[src/design/aes_pkg.sv]
// ----------------------------------------------------------------------------
// aes_pkg
// shared constants, types and byte functions of the aes-128 encryption block
// ----------------------------------------------------------------------------
package aes_pkg;

  localparam int unsigned NumRounds = 10;
  localparam int unsigned RoundW    = 4;

  localparam logic [1:0] CfgKeyLow  = 2'd0;
  localparam logic [1:0] CfgKeyHigh = 2'd1;

  localparam logic [7:0] SboxTab [256] = '{
    8'h63,8'h7c,8'h77,8'h7b,8'hf2,8'h6b,8'h6f,8'hc5,8'h30,8'h01,8'h67,8'h2b,8'hfe,8'hd7,8'hab,8'h76,
    8'hca,8'h82,8'hc9,8'h7d,8'hfa,8'h59,8'h47,8'hf0,8'had,8'hd4,8'ha2,8'haf,8'h9c,8'ha4,8'h72,8'hc0,
    8'hb7,8'hfd,8'h93,8'h26,8'h36,8'h3f,8'hf7,8'hcc,8'h34,8'ha5,8'he5,8'hf1,8'h71,8'hd8,8'h31,8'h15,
    8'h04,8'hc7,8'h23,8'hc3,8'h18,8'h96,8'h05,8'h9a,8'h07,8'h12,8'h80,8'he2,8'heb,8'h27,8'hb2,8'h75,
    8'h09,8'h83,8'h2c,8'h1a,8'h1b,8'h6e,8'h5a,8'ha0,8'h52,8'h3b,8'hd6,8'hb3,8'h29,8'he3,8'h2f,8'h84,
    8'h53,8'hd1,8'h00,8'hed,8'h20,8'hfc,8'hb1,8'h5b,8'h6a,8'hcb,8'hbe,8'h39,8'h4a,8'h4c,8'h58,8'hcf,
    8'hd0,8'hef,8'haa,8'hfb,8'h43,8'h4d,8'h33,8'h85,8'h45,8'hf9,8'h02,8'h7f,8'h50,8'h3c,8'h9f,8'ha8,
    8'h51,8'ha3,8'h40,8'h8f,8'h92,8'h9d,8'h38,8'hf5,8'hbc,8'hb6,8'hda,8'h21,8'h10,8'hff,8'hf3,8'hd2,
    8'hcd,8'h0c,8'h13,8'hec,8'h5f,8'h97,8'h44,8'h17,8'hc4,8'ha7,8'h7e,8'h3d,8'h64,8'h5d,8'h19,8'h73,
    8'h60,8'h81,8'h4f,8'hdc,8'h22,8'h2a,8'h90,8'h88,8'h46,8'hee,8'hb8,8'h14,8'hde,8'h5e,8'h0b,8'hdb,
    8'he0,8'h32,8'h3a,8'h0a,8'h49,8'h06,8'h24,8'h5c,8'hc2,8'hd3,8'hac,8'h62,8'h91,8'h95,8'he4,8'h79,
    8'he7,8'hc8,8'h37,8'h6d,8'h8d,8'hd5,8'h4e,8'ha9,8'h6c,8'h56,8'hf4,8'hea,8'h65,8'h7a,8'hae,8'h08,
    8'hba,8'h78,8'h25,8'h2e,8'h1c,8'ha6,8'hb4,8'hc6,8'he8,8'hdd,8'h74,8'h1f,8'h4b,8'hbd,8'h8b,8'h8a,
    8'h70,8'h3e,8'hb5,8'h66,8'h48,8'h03,8'hf6,8'h0e,8'h61,8'h35,8'h57,8'hb9,8'h86,8'hc1,8'h1d,8'h9e,
    8'he1,8'hf8,8'h98,8'h11,8'h69,8'hd9,8'h8e,8'h94,8'h9b,8'h1e,8'h87,8'he9,8'hce,8'h55,8'h28,8'hdf,
    8'h8c,8'ha1,8'h89,8'h0d,8'hbf,8'he6,8'h42,8'h68,8'h41,8'h99,8'h2d,8'h0f,8'hb0,8'h54,8'hbb,8'h16
  };

  // command from controller to datapath
  typedef struct packed {
    logic              load;      // take plaintext, add round key 0
    logic              round;     // run one cipher round
    logic              last;      // round without mixcolumns
    logic [RoundW-1:0] rnd;       // round key index
    logic              key_init;  // restart key schedule from the cipher key
    logic              key_step;  // derive next round key
  } aes_cmd_t;

  function automatic logic [7:0] xtime(input logic [7:0] a);
    xtime = {a[6:0], 1'b0} ^ (a[7] ? 8'h1b : 8'h00);
  endfunction

  function automatic logic [7:0] rcon(input logic [RoundW-1:0] r);
    case (r)
      4'd1:    rcon = 8'h01;
      4'd2:    rcon = 8'h02;
      4'd3:    rcon = 8'h04;
      4'd4:    rcon = 8'h08;
      4'd5:    rcon = 8'h10;
      4'd6:    rcon = 8'h20;
      4'd7:    rcon = 8'h40;
      4'd8:    rcon = 8'h80;
      4'd9:    rcon = 8'h1b;
      4'd10:   rcon = 8'h36;
      default: rcon = 8'h00;
    endcase
  endfunction

endpackage

[src/design/aes_ctrl.sv]
// ----------------------------------------------------------------------------
// aes_ctrl
// sequencer for key expansion, rounds and the output register handshake
// ----------------------------------------------------------------------------
module aes_ctrl (
  input  logic              clk_i,
  input  logic              rst_ni,
  input  logic              key_wr_i,
  input  logic              in_valid_i,
  output logic              in_stall_o,
  output logic              out_valid_o,
  input  logic              out_stall_i,
  output logic              out_load_o,
  output aes_pkg::aes_cmd_t cmd_o
);

  localparam logic [2:0] StIdle  = 3'd0;
  localparam logic [2:0] StKexp  = 3'd1;
  localparam logic [2:0] StLoad  = 3'd2;
  localparam logic [2:0] StRound = 3'd3;
  localparam logic [2:0] StDone  = 3'd4;

  logic [2:0] st_q, st_d;
  logic [aes_pkg::RoundW-1:0] rnd_q, rnd_d;
  logic ov_q, ov_d;
  logic kpend_q, kpend_d;
  logic accept, out_take;

  assign out_take    = ov_q & ~out_stall_i;
  assign in_stall_o  = (st_q != StIdle) | kpend_q | key_wr_i;
  assign accept      = in_valid_i & ~in_stall_o;
  assign out_valid_o = ov_q;

  always_comb begin
    st_d       = st_q;
    rnd_d      = rnd_q;
    ov_d       = ov_q & ~out_take;
    kpend_d    = kpend_q | key_wr_i;
    out_load_o = 1'b0;
    cmd_o      = '0;
    cmd_o.rnd  = rnd_q;
    case (st_q)
      StIdle: begin
        if (kpend_q) begin
          cmd_o.key_init = 1'b1;
          kpend_d        = key_wr_i;
          rnd_d          = 4'd1;
          st_d           = StKexp;
        end else if (accept) begin
          cmd_o.rnd = '0;
          rnd_d     = 4'd1;
          st_d      = StLoad;
        end
      end
      StKexp: begin
        cmd_o.key_step = 1'b1;
        rnd_d          = rnd_q + 4'd1;
        if (rnd_q == 4'(aes_pkg::NumRounds)) begin
          st_d = StIdle;
        end
      end
      StLoad: begin
        cmd_o.load = 1'b1;
        rnd_d      = rnd_q + 4'd1;
        st_d       = StRound;
      end
      StRound: begin
        cmd_o.round = 1'b1;
        cmd_o.last  = (rnd_q == 4'(aes_pkg::NumRounds + 1));
        rnd_d       = rnd_q + 4'd1;
        if (cmd_o.last) begin
          st_d = StDone;
        end
      end
      StDone: begin
        if (!ov_q || out_take) begin
          out_load_o = 1'b1;
          ov_d       = 1'b1;
          st_d       = StIdle;
        end
      end
      default: st_d = StIdle;
    endcase
  end

  always_ff @(posedge clk_i or negedge rst_ni) begin
    if (!rst_ni) begin
      st_q    <= StIdle;
      rnd_q   <= '0;
      ov_q    <= 1'b0;
      kpend_q <= 1'b1;
    end else begin
      st_q    <= st_d;
      rnd_q   <= rnd_d;
      ov_q    <= ov_d;
      kpend_q <= kpend_d;
    end
  end

endmodule

[config.mk]
export PLATFORM = sky130hd
export DESIGN_NAME = aes_ctrl
export DESIGN_NICKNAME = d
export VERILOG_FILES = /design/src/design/aes_pkg.sv /design/src/design/aes_ctrl.sv
export SDC_FILE = /design/constraint.sdc
export NUM_CORES = 1
export LEC_CHECK = 0
export BUFFER_PORTS_ARGS = -buffer_cell sky130_fd_sc_hd__buf_2
export CORE_AREA = 2 2 39 41
export DETAILED_ROUTE_END_ITERATION = 6
export DIE_AREA = 0 0 41 43
export GPL_TIMING_DRIVEN = 0
export PLACE_DENSITY_LB_ADDON = 0.25
export SETUP_SLACK_MARGIN = 0.5
export SYNTH_ARGS = -nofsm -noshare
export SYNTH_HDL_FRONTEND = slang
export SYNTH_SLANG_ARGS = --single-unit
export TNS_END_PERCENT = 10
[constraint.sdc]
create_clock -name clk_i -period 1.6 [get_ports clk_i]
set_input_delay 0 -clock clk_i [delete_from_list [all_inputs] [get_ports clk_i]]
set_output_delay 0 -clock clk_i [all_outputs]
set_load 0.02 [all_outputs]
==> results of run 1 <==
-- per-stage QoR --
step	utilization, %	area (µm²)	worst slack (ps)	hold slack [ps]	power (mW)
global placement	46.65	645.6	334.1	-134.7	0.8764
floorplan	-	545.5	314.5	-295.6	0.7482
CTS	56.69	784.5	219.0	114.0	1.205
global route	58.59	810.8	163.7	120.1	1.374
detailed placement	46.65	645.6	322.3	-135.6	0.8801
finish	58.59	810.8	222.9	121.8	1.277
-- layout by cell type (no fill, tap or decap), drive strengths merged --
cell type,instances
a31oi,2
a21o,2
nor2,3
nand3,2
a21oi,3
buf,25
dfrtp,8
nand2,4
o21bai,2
nor4b,1
o2bb2ai,2
nor3b,3
dfstp,1
nor3,7
inv,4
and3b,1
nand2b,1
mux2i,2
dlygate4sd3,3
clkbuf,4
ha,2
and4b,1
and2,4
-- power breakdown --
part	switching [mW]	total, mW	leakage (nW)	internal, mW
clock network	0.0793	0.175	0.0150	0.0961
registers	0.0854	0.389	0.107	0.304
logic	0.344	0.712	0.286	0.369
total	0.508	1.28	0.408	0.769
-- worst reg2reg max path: cells and delay by family (launching register included) --
kind          cells  cell delay [ps]
fa+ha+maj         1              170
flops             1              400
simple gates      2              310
mux               1              100
buf+inv           2              260
-- cells in the mapped netlist --
cell type / count
dfrtp_1: 8
nand3_1: 2
nor2_1: 3
buf_6: 1
a21oi_1: 3
nor3_4: 1
nor3b_1: 3
nand2_1: 4
nand2b_1: 1
ha_1: 2
and2_1: 4
nor4b_1: 1
a21o_1: 2
and3b_1: 1
a31oi_1: 2
buf_2: 1
and4b_1: 1
dfstp_2: 1
mux2i_1: 2
o2bb2ai_1: 2
nor3_1: 6
o21bai_1: 2
inv_1: 4
-- final cells by class --
type / count / area, µm²
Fill cell: 133 / 573.1
Timing Repair Buffer: 26 / 190.2
Clock buffer: 4 / 26.28
Sequential cell: 9 / 229.0
Tap cell: 16 / 20.02
Buffer: 2 / 16.27
Inverter: 4 / 15.01
Multi-Input combinational cell: 42 / 314.1
-- layer usage --
layer	track usage [%]	part of all wire, %
met1	25.50	43
met2	25.94	50
met3	7.330	4.5
met4	12.00	1.7
met5	0	0
-- logic make-up (layout without fill, tap and decap cells) --
| kind of cell | Yosys count | in the layout | share of synthesized area [%] |
|---|---|---|---|
| simple gates | 27 | 27 | 30.25 |
| compound gates | 11 | 11 | 13.85 |
| flops | 9 | 9 | 41.80 |
| buf+inv | 6 | 36 | 5.772 |
| fa+ha+maj | 2 | 2 | 4.618 |
| mux | 2 | 2 | 3.695 |
-- repair_timing --
action | in CTS | in global routing
hold buffers | 3 | 0
buffers inserted | 6 | 1
hold endpoints to repair | 11 | 0
gates resized for setup | 12 | 6
endpoints found under the setup margin | 17 | 18
pin swaps | 6 | 2
-- worst max-delay path by stage --
| stage | from | to | slack (ps) |
|---|---|---|---|
| floorplan | rnd_q[1]$_DFFE_PN0P_ | st_q[2]$_DFFE_PN0P_ | 310 |
| CTS | st_q[1]$_DFFE_PN0P_ | cmd_o[1] | 220 |
| global route | st_q[0]$_DFFE_PN0P_ | cmd_o[1] | 160 |
| global placement | rnd_q[1]$_DFFE_PN0P_ | st_q[2]$_DFFE_PN0P_ | 330 |
| detailed placement | rnd_q[1]$_DFFE_PN0P_ | st_q[2]$_DFFE_PN0P_ | 320 |
| finish | rnd_q[0]$_DFFE_PN0P_ | cmd_o[6] | 220 |
-- sequential cells by signal, summed over array words and instances (netlist names) --
signal and flops:
kpend_q 1, out_valid_o 1, rnd_q 4, st_q 3
==> results by group, run 1 <==
Run status
  – Status: completed

Setup path
  – Worst Setup Path Type: flop to output port
  – Worst Path Required: 1600 ps
  – Crit end category: output port
  – Cell at the slowest stage of the critical path: dfrtp_1
  – Startpoint Class: flop
  – Crit path DAT: 1380 ps
  – Crit path largest cell delay: 400 ps
  – Reg-to-reg endpoint: st_q[0]$_DFFE_PN0P_
  – R2R cell count: 6
  – Worst r2r src: rnd_q[0]$_DFFE_PN0P_
  – CP Cell Sequence: ha_2 > and4b_1 > and3b_2 > buf_6
  – Family with the most delay on the worst path: flip-flops
  – Critical path buffer and inverter count: 1
  – Max Fanout on Critical Path: 2
  – Reg-to-reg setup timing slack: 250 ps
  – Critical path depth in cells: 4

Clock network
  – Clk root buf: clkbuf_4
  – Worst-skew pair later-pin latency: 260 ps
  – H-tree levels: 1
  – Reg clk slew, reported paths: 60 ps
  – Num CTS Buffers: 3
  – CTS Buffer Depth: 2
  – CTS tree: done
  – Sink Count: 9

Die
  – Die ar.: 0.001763 mm²
  – Die width: 41 µm
  – Row cnt: 14
  – Core area: 0.001384 mm²
  – Initial Utilization: 39.15%
  – Die Y: 43 µm
  – Ports: 17

Final layout
  – Fin nets: 95
  – Post-Layout Cell Count: 103
  – Share of layout cells above drive strength 1: 45.98%
  – Area grow syn2layout: 49.65%
  – Antenna diodes: 0

Timing
  – Clock Skew: 3.336 ps
  – Setup TNS: 0 ps
  – Minimum clock period: 1377 ps
  – Slew @ Worst Pin: 232.5 ps
  – Final period util: 86.07%
  – Unrepaired setup endpoints after global routing: true
  – Relative slew slack: 84.06%
  – Slew Limit Fails: 0
  – Fmax: 726.2 MHz
  – Setup-failing EPs final: 0
  – Hold Fails Final Rpt: 0

Route
  – Starting DRT DRC Count: 20
  – Drt drc: 0
  – Post-DR wirelength/cell: 13.35 µm
  – DRT antenna net count: 0
  – Routed WL: 1375 µm
  – Vias per cell: 5.252
  – Via count: 541
  – Initial DRT Pass Iterations: 4

GRT
  – GRT Resource Usage Total: 19.43%
  – Global route overflow: 0
  – Initial antenna violation count: 0
  – Via count of the first global-routing pass: 486
  – First-pass GRT wire length: 2263 µm
  – Pin count of the biggest net entering global routing: 11

Power
  – Pwr dens: 1575 mW/mm²
  – Leak: 0.4084 nW
  – Worst IR Drop VDD: 956.6 µV

Synth
  – Cell taking the most area after synthesis: dfrtp_1
  – Yosys warns: 0
  – Top cell type's share of synthesized area: 36.95%
  – Syn Nets: 64
  – Top post-synthesis cells by area: dfrtp_1 37%, nor3_1 5.5%, dfstp_2 4.8%
  – Avg Inst Size Synth: 9.505 µm²
  – Sequential share of the synthesized area: 41.80%
  – Seq cells post-synth: 9
  – Unique masters post-synth: 23
  – Synthesized area: 541.8 µm²
  – Syn Inst Count: 57

Place
  – Post-DP HPWL: 776.8 µm
  – Dpl cells: 89
  – Port-buffer cells: 16
  – Routability-driven placement congestion ratio: 0.7369

Run
  – Max Cap Viol: 0

Hold path
  – HP Class: primary input to async pin
Power figures use the tool's default switching activity.
==> run 2: changes to the inputs <==
Settings changed: RECOVER_POWER set to 50.
==> run 2 against run 1 <==
Final cell count unchanged. First-iteration DRC count did not move. Non-clock buffer count unchanged. Critical endpoint unchanged. Largest power group unchanged. Highest routed layer unchanged.
==> results by group, run 2 (synthesis results as in run 1) <==
Run status
  – Status: completed (unchanged)

Clock network
  – Worst-skew pair later-pin latency: 260 ps (about the same)
  – CTS tree: done (unchanged)
  – Num CTS Buffers: 3 (unchanged)
  – Clk root buf: clkbuf_4 (unchanged)
  – Sink Count: 9 (unchanged)
  – Reg clk slew, reported paths: 60 ps (about the same)
  – H-tree levels: 1 (unchanged)
  – CTS Buffer Depth: 2 (unchanged)

GRT
  – GRT Resource Usage Total: 19.43% (unchanged)
  – Pin count of the biggest net entering global routing: 11 (unchanged)
  – M1 GR Usage: 25.50% (unchanged)
  – Via count of the first global-routing pass: 486 (unchanged)
  – Met2 Use GR: 25.94% (unchanged)
  – Global Route met3 Usage: 7.330% (unchanged)
  – First-pass GRT wire length: 2263 µm (unchanged)
  – Initial antenna violation count: 0 (unchanged)
  – Busiest grt layer: met2 (unchanged)
  – Global route overflow: 0 (unchanged)

Power
  – Pint: 765.0 µW (was 768.6 µW)
  – Sequential power share: 30.4% (was 30.5%)
  – Gate power share: 55.8% (about the same)
  – Pwr dens: 1587 mW/mm² (was 1575 mW/mm²)
  – Clk pwr share: 13.9% (was 13.7%)
  – Psw: 510.1 µW (was 508.3 µW)
  – Switching part of the total: 40.00% (was 39.81%)
  – Leak: 0.3988 nW (was 0.4084 nW)
  – Worst IR Drop VDD: 950.1 µV (was 956.6 µV)

Final layout
  – Fin nets: 95 (unchanged)
  – Regs by FF count: rnd_q (4), st_q (3) (unchanged)
  – Antenna diodes: 0 (unchanged)
  – Most common cell after layout, fill and taps aside: buf_2 (unchanged)
  – Largest register FFs: 4 (unchanged)
  – Area grow syn2layout: 48.27% (was 49.65%)
  – Share of layout cells above drive strength 1: 40.23% (was 45.98%)
  – Largest Register: rnd_q (unchanged)
  – Commonest non-fill, non-tap cells in the layout: 9 x buf_2, 8 x buf_4, 7 x dfrtp_1 (was 12 x buf_2, 8 x buf_4, 6 x nor3_1, 6 x dfrtp_1, 5 x buf_6)

Place
  – Routability-driven placement congestion ratio: 0.7369 (unchanged)
  – Post-place setup slack: 322.3 ps (unchanged)
  – Post-DP HPWL: 776.8 µm (unchanged)
  – Port-buffer cells: 16 (unchanged)

Run
  – Max Cap Viol: 0 (unchanged)

Timing
  – Fin worst setup slack: 192.6 ps (was 222.9 ps)
  – Minimum clock period: 1407 ps (was 1377 ps)
  – Setup TNS: 0 ps (unchanged)
  – Slew Limit Fails: 0 (unchanged)
  – Hold Fails Final Rpt: 0 (unchanged)
  – Relative slew slack: 65.46% (was 84.06%)
  – Fmax: 710.6 MHz (was 726.2 MHz)
  – Slew @ Worst Pin: 518.1 ps (was 232.5 ps)
  – Final period util: 87.96% (was 86.07%)
  – Clock Skew: 1.567 ps (was 3.336 ps)
  – Unrepaired setup endpoints after global routing: true (unchanged)
  – Setup-failing EPs final: 0 (unchanged)

Route
  – Drt drc: 0 (unchanged)
  – Initial DRT Pass Iterations: 4 (unchanged)
  – Vias per cell: 5.340 (was 5.252)
  – Starting DRT DRC Count: 20 (unchanged)
  – Post-DR wirelength/cell: 13.40 µm (was 13.35 µm)
  – Via count: 550 (was 541)
  – Routed WL: 1380 µm (was 1375 µm)
  – DRT antenna net count: 0 (unchanged)

Die
  – Row cnt: 14 (unchanged)
  – Core area: 0.001384 mm² (unchanged)
  – Die Y: 43 µm (unchanged)
  – Die width: 41 µm (unchanged)
  – Initial Utilization: 39.15% (unchanged)
  – Ports: 17 (unchanged)
  – Die ar.: 0.001763 mm² (unchanged)

Setup path
  – Startpoint Class: flop (unchanged)
  – Crit path DAT: 1410 ps (was 1380 ps)
  – Crit end category: output port (unchanged)
  – Max Fanout on Critical Path: 2 (unchanged)
  – Worst Path Required: 1600 ps (about the same)
  – Worst Setup Path Type: flop to output port (unchanged)

Hold path
  – HP Class: primary input to flop (was primary input to async pin)
[run 2: changes by cell type in the layout (fill, tap and decap cells not counted)]
cell / change
clkbuf_1: +3
ha_1: +1
dfrtp_1: +1
buf_2: -3
ha_2: -1
dfrtp_2: -1
[run 2: critical path: stages, from the launching register on]
cell	delay, ps
dfrtp_1	400
ha_1	210
and4b_1	200
and3b_2	210
buf_6	130
[run 2: timing repair]
item / CTS / global route
hold buffers: 3 / 0
setup endpoints to repair: 17 / 18
pin swaps: 6 / 2
endpoints found under the hold margin: 11 / 0
gates cloned: 0 / 0
setup buffers: 6 / 1
resized for setup: 12 / 6
[run 2: worst paths after layout]
| check | startpoint | end | slack [ps] | depth (start not counted) |
|---|---|---|---|---|
| worst max-delay path | rnd_q[0]$_DFFE_PN0P_ | cmd_o[6] | 190 | 4 |
| worst min-delay path | in_valid_i | st_q[1]$_DFFE_PN0P_ | 150 | 3 |
| worst max register to register | rnd_q[0]$_DFFE_PN0P_ | st_q[0]$_DFFE_PN0P_ | 240 | 6 |
| worst min register to register | kpend_q$_DFF_PN1_ | kpend_q$_DFF_PN1_ | 500 | 2 |
| max in group asynchronous | rst_ni | st_q[2]$_DFFE_PN0P_ | 1010 | 2 |
| min in group asynchronous | rst_ni | st_q[0]$_DFFE_PN0P_ | 220 | 2 |
[run 2: per-layer routing]
layer | vias up | share of wire [%]
met1 | 260 | 44
met2 | 21 | 49
li1 | 265 | -
met5 | - | 0
met3 | 4 | 4.8
met4 | 0 | 2.2
[run 2: final cells by class]
type                    instances  area [µm²]
multi-input cells              42       311.5
plain buffers                   2       16.27
inverters                       4       15.01
flip-flops and latches          9       227.7
fillers                       138       580.6
well taps                      16       20.02
repair buffers                 26       186.4
clock buffers                   4       26.28
[run 2: power groups by stage]
stage	clock, mW	sequential [mW]	combinational, mW
floorplan	0	0.370	0.378
global placement	0	0.392	0.484
detailed placement	0	0.391	0.489
CTS	0.180	0.382	0.643
global route	0.195	0.402	0.771
finish	0.177	0.387	0.711
[run 2: stage by stage]
step / hold slack [ps] / area [µm²] / std cells / power (mW) / utilization (%)
2_1_floorplan: -295.6 / 545.5 / 57 / 0.7482 / -
3_3_place_gp: -134.7 / 645.6 / 89 / 0.8764 / 46.65
3_5_place_dp: -135.6 / 645.6 / 89 / 0.8801 / 46.65
4_1_cts: 114.0 / 784.5 / 102 / 1.205 / 56.69
5_1_grt: 158.6 / 803.3 / 103 / 1.369 / 58.05
6_report: 148.2 / 803.3 / 103 / 1.275 / 58.05
==> run 3: changes to the inputs <==
==> constraint.sdc (replaced) <==
create_clock -name clk_i -period 1.6 [get_ports clk_i]
set_input_delay 0.24 -clock clk_i [delete_from_list [all_inputs] [get_ports clk_i]]
set_output_delay 0.24 -clock clk_i [all_outputs]
set_load 0.02 [all_outputs]
==> run 3 against run 2 <==
The run now ends with negative setup slack left. Power increased by 2.4%. Core utilization increased by 3.3 points. Register-to-register slack improved by 50 ps. Flip-flop and latch count unchanged. Hold slack improved by 59 ps. First-iteration DRC count decreased by 45%. Via count decreased by 6.7%. Critical path depth unchanged.
==> results by group, run 3 (synthesis results as in run 1) <==
Run status
  – Status: complete, but fails checks (was completed)
  – Failing checks: negative setup slack

Timing
  – Setup-failing EPs final: 1 (was 0)
  – Fmax: 620.0 MHz (was 710.6 MHz)
  – Clock Skew: 3.155 ps (was 1.567 ps)
  – Slew @ Worst Pin: 477.8 ps (was 518.1 ps)
  – Relative slew slack: 68.15% (was 65.46%)
  – Unrepaired setup endpoints after global routing: true (unchanged)
  – Final period util: 100.8% (was 87.96%)
  – Minimum clock period: 1613 ps (was 1407 ps)
  – Fin worst setup slack: -12.84 ps (was 192.6 ps)
  – Hold Fails Final Rpt: 0 (unchanged)
  – Slew Limit Fails: 0 (unchanged)

Final layout
  – Share of layout cells above drive strength 1: 51.76% (was 40.23%)
  – Fin nets: 93 (was 95)
  – Regs by FF count: rnd_q (4), st_q (3) (unchanged)
  – Post-Layout Cell Count: 101 (was 103)
  – Largest register FFs: 4 (unchanged)
  – Sequential cell area: 229.0 µm² (was 227.7 µm²)
  – Fillcell total: 128 (was 138)
  – Antenna diodes: 0 (unchanged)
  – Largest Register: rnd_q (unchanged)
  – Footprint of the multi-input gates: 345.3 µm² (was 311.5 µm²)
  – Area grow syn2layout: 56.58% (was 48.27%)
  – Commonest non-fill, non-tap cells in the layout: 9 x buf_6, 9 x buf_4, 6 x buf_2, 6 x dfrtp_1, 5 x nor3_1 (was 9 x buf_2, 8 x buf_4, 7 x dfrtp_1)

GRT
  – GRT Resource Usage Total: 17.92% (was 19.43%)
  – Global route overflow: 0 (unchanged)
  – Via count of the first global-routing pass: 480 (was 486)
  – First-pass GRT wire length: 2111 µm (was 2263 µm)
  – Initial antenna violation count: 0 (unchanged)
  – Pin count of the biggest net entering global routing: 11 (unchanged)

Clock network
  – Sink Count: 9 (unchanged)
  – Clk root buf: clkbuf_4 (unchanged)
  – Reg clk slew, reported paths: 60 ps (about the same)
  – CTS tree: done (unchanged)
  – Worst-skew pair later-pin latency: 270 ps (was 260 ps)
  – H-tree levels: 1 (unchanged)
  – CTS Buffer Depth: 2 (unchanged)
  – Num CTS Buffers: 3 (unchanged)

Route
  – Drt drc: 0 (unchanged)
  – Initial DRT Pass Iterations: 4 (unchanged)
  – Starting DRT DRC Count: 11 (was 20)
  – Vias per cell: 5.079 (was 5.340)
  – Routed WL: 1266 µm (was 1380 µm)
  – Post-DR wirelength/cell: 12.53 µm (was 13.40 µm)
  – DRT antenna net count: 0 (unchanged)
  – Via count: 513 (was 550)

Die
  – Initial Utilization: 39.15% (unchanged)
  – Die Y: 43 µm (unchanged)
  – Die ar.: 0.001763 mm² (unchanged)
  – Core area: 0.001384 mm² (unchanged)
  – Ports: 17 (unchanged)
  – Die width: 41 µm (unchanged)
  – Row cnt: 14 (unchanged)

Setup path
  – Cell at the slowest stage of the critical path: dfrtp_1 (unchanged)
  – CP Launch Point: rnd_q[1]$_DFFE_PN0P_ (was rnd_q[0]$_DFFE_PN0P_)
  – Crit path DAT: 1370 ps (was 1410 ps)
  – Crit end category: output port (unchanged)
  – Worst Setup Path Type: flop to output port (unchanged)
  – Worst r2r src: rnd_q[0]$_DFFE_PN0P_ (unchanged)
  – Max Fanout on Critical Path: 2 (unchanged)
  – Worst Path Required: 1360 ps (was 1600 ps)
  – CP Cell Sequence: ha_2 > and4b_1 > and3b_2 > buf_6 (was ha_1 > and4b_1 > and3b_2 > buf_6)
  – Critical path buffer and inverter count: 1 (unchanged)
  – Startpoint Class: flop (unchanged)
  – Crit path largest cell delay: 390 ps (was 400 ps)
  – Family with the most delay on the worst path: simple AND/OR/NAND/NOR gates (unchanged)

Place
  – Port-buffer cells: 16 (unchanged)
  – Post-place setup slack: 103.4 ps (was 322.3 ps)
  – Post-DP HPWL: 829.4 µm (was 776.8 µm)
  – Dpl cells: 89 (unchanged)
  – Routability-driven placement congestion ratio: 0.7315 (was 0.7369)

Power
  – Leak: 0.4146 nW (was 0.3988 nW)
  – Total power: 1.306 mW (was 1.275 mW)
  – Worst IR Drop VDD: 1014 µV (was 950.1 µV)
  – Pwr dens: 1539 mW/mm² (was 1587 mW/mm²)

Run
  – Max Cap Viol: 0 (unchanged)

Hold path
  – Beginning of the worst hold path: key_wr_i (was in_valid_i)
  – HP Class: primary input to flop (unchanged)
==> run 3: cell count changes in the layout (fill, tap and decap cells not counted), moves of 2 or more <==
cell / before / now
buf_6: 5 / 9
buf_2: 9 / 6
and2_1: 2 / 0
and2_4: 2 / 4
clkbuf_1: 4 / 2
dlygate4sd3_1: 3 / 1
nor3b_1: 3 / 1
nor3b_2: 0 / 2
==> run 3: power by group <==
group | internal [mW] | switching [mW] | leakage [nW]
sequential | 0.304 | 0.0879 | 0.107
clock | 0.0963 | 0.0825 | 0.0150
combinational | 0.399 | 0.336 | 0.292
total | 0.799 | 0.506 | 0.415
==> run 3: worst paths after layout <==
kind | cells past startpoint | slack [ps] | end
max in group asynchronous | 2 | 810 | st_q[2]$_DFFE_PN0P_
min in group asynchronous | 2 | 430 | rnd_q[1]$_DFFE_PN0P_
hold reg to reg | 2 | 500 | kpend_q$_DFF_PN1_
hold / removal | 2 | 210 | kpend_q$_DFF_PN1_
setup reg to reg | 6 | 290 | st_q[0]$_DFFE_PN0P_
setup / recovery | 4 | -10 | cmd_o[6]
==> run 3: per-layer routing <==
metal  global-route usage (%)  wire, µm  up-vias  part of all wire, %
li1                         -         -      258                    -
met2                    27.50       628       12                   50
met4                    10.00        39        0                  3.1
met1                    22.56       544      238                   43
met3                    3.141        54        5                  4.3
met5                        0         0        -                    0
==> run 3: layout make-up <==
type,count,area share [%]
Clock buffer,4,3.097
Tap cell,16,2.360
Timing Repair Buffer,24,22.42
Sequential cell,9,26.99
Multi-Input combinational cell,42,40.71
Buffer,2,2.655
Inverter,4,1.770
==> run 3: worst reg2reg max path: cells and delay by family (launching register included) <==
kind / cells / cell delay (ps)
flops: 1 / 380
simple gates: 2 / 350
buf+inv: 2 / 250
fa+ha+maj: 1 / 160
mux: 1 / 60
==> run 3: timing repair <==
action                                  CTS  global route
setup buffers                             6             1
endpoints found under the hold margin     8             0
pin swaps                                 7             3
gates resized for setup                  20             9
gates cloned                              0             0
endpoints found under the setup margin   19            18
hold buffers                              1             0
==> run 3: stage by stage <==
stage,instance area [µm²],utilization (%),TNS [ps],hold WS [ps]
after floorplan,571.8,-,0,-55.59
after global placement,671.9,48.55,0,104.5
after detailed placement,671.9,48.55,0,105.7
after CTS,813.3,58.77,-38.68,193.6
after global routing,848.3,61.30,-251.0,231.3
final,848.3,61.30,-12.84,207.1
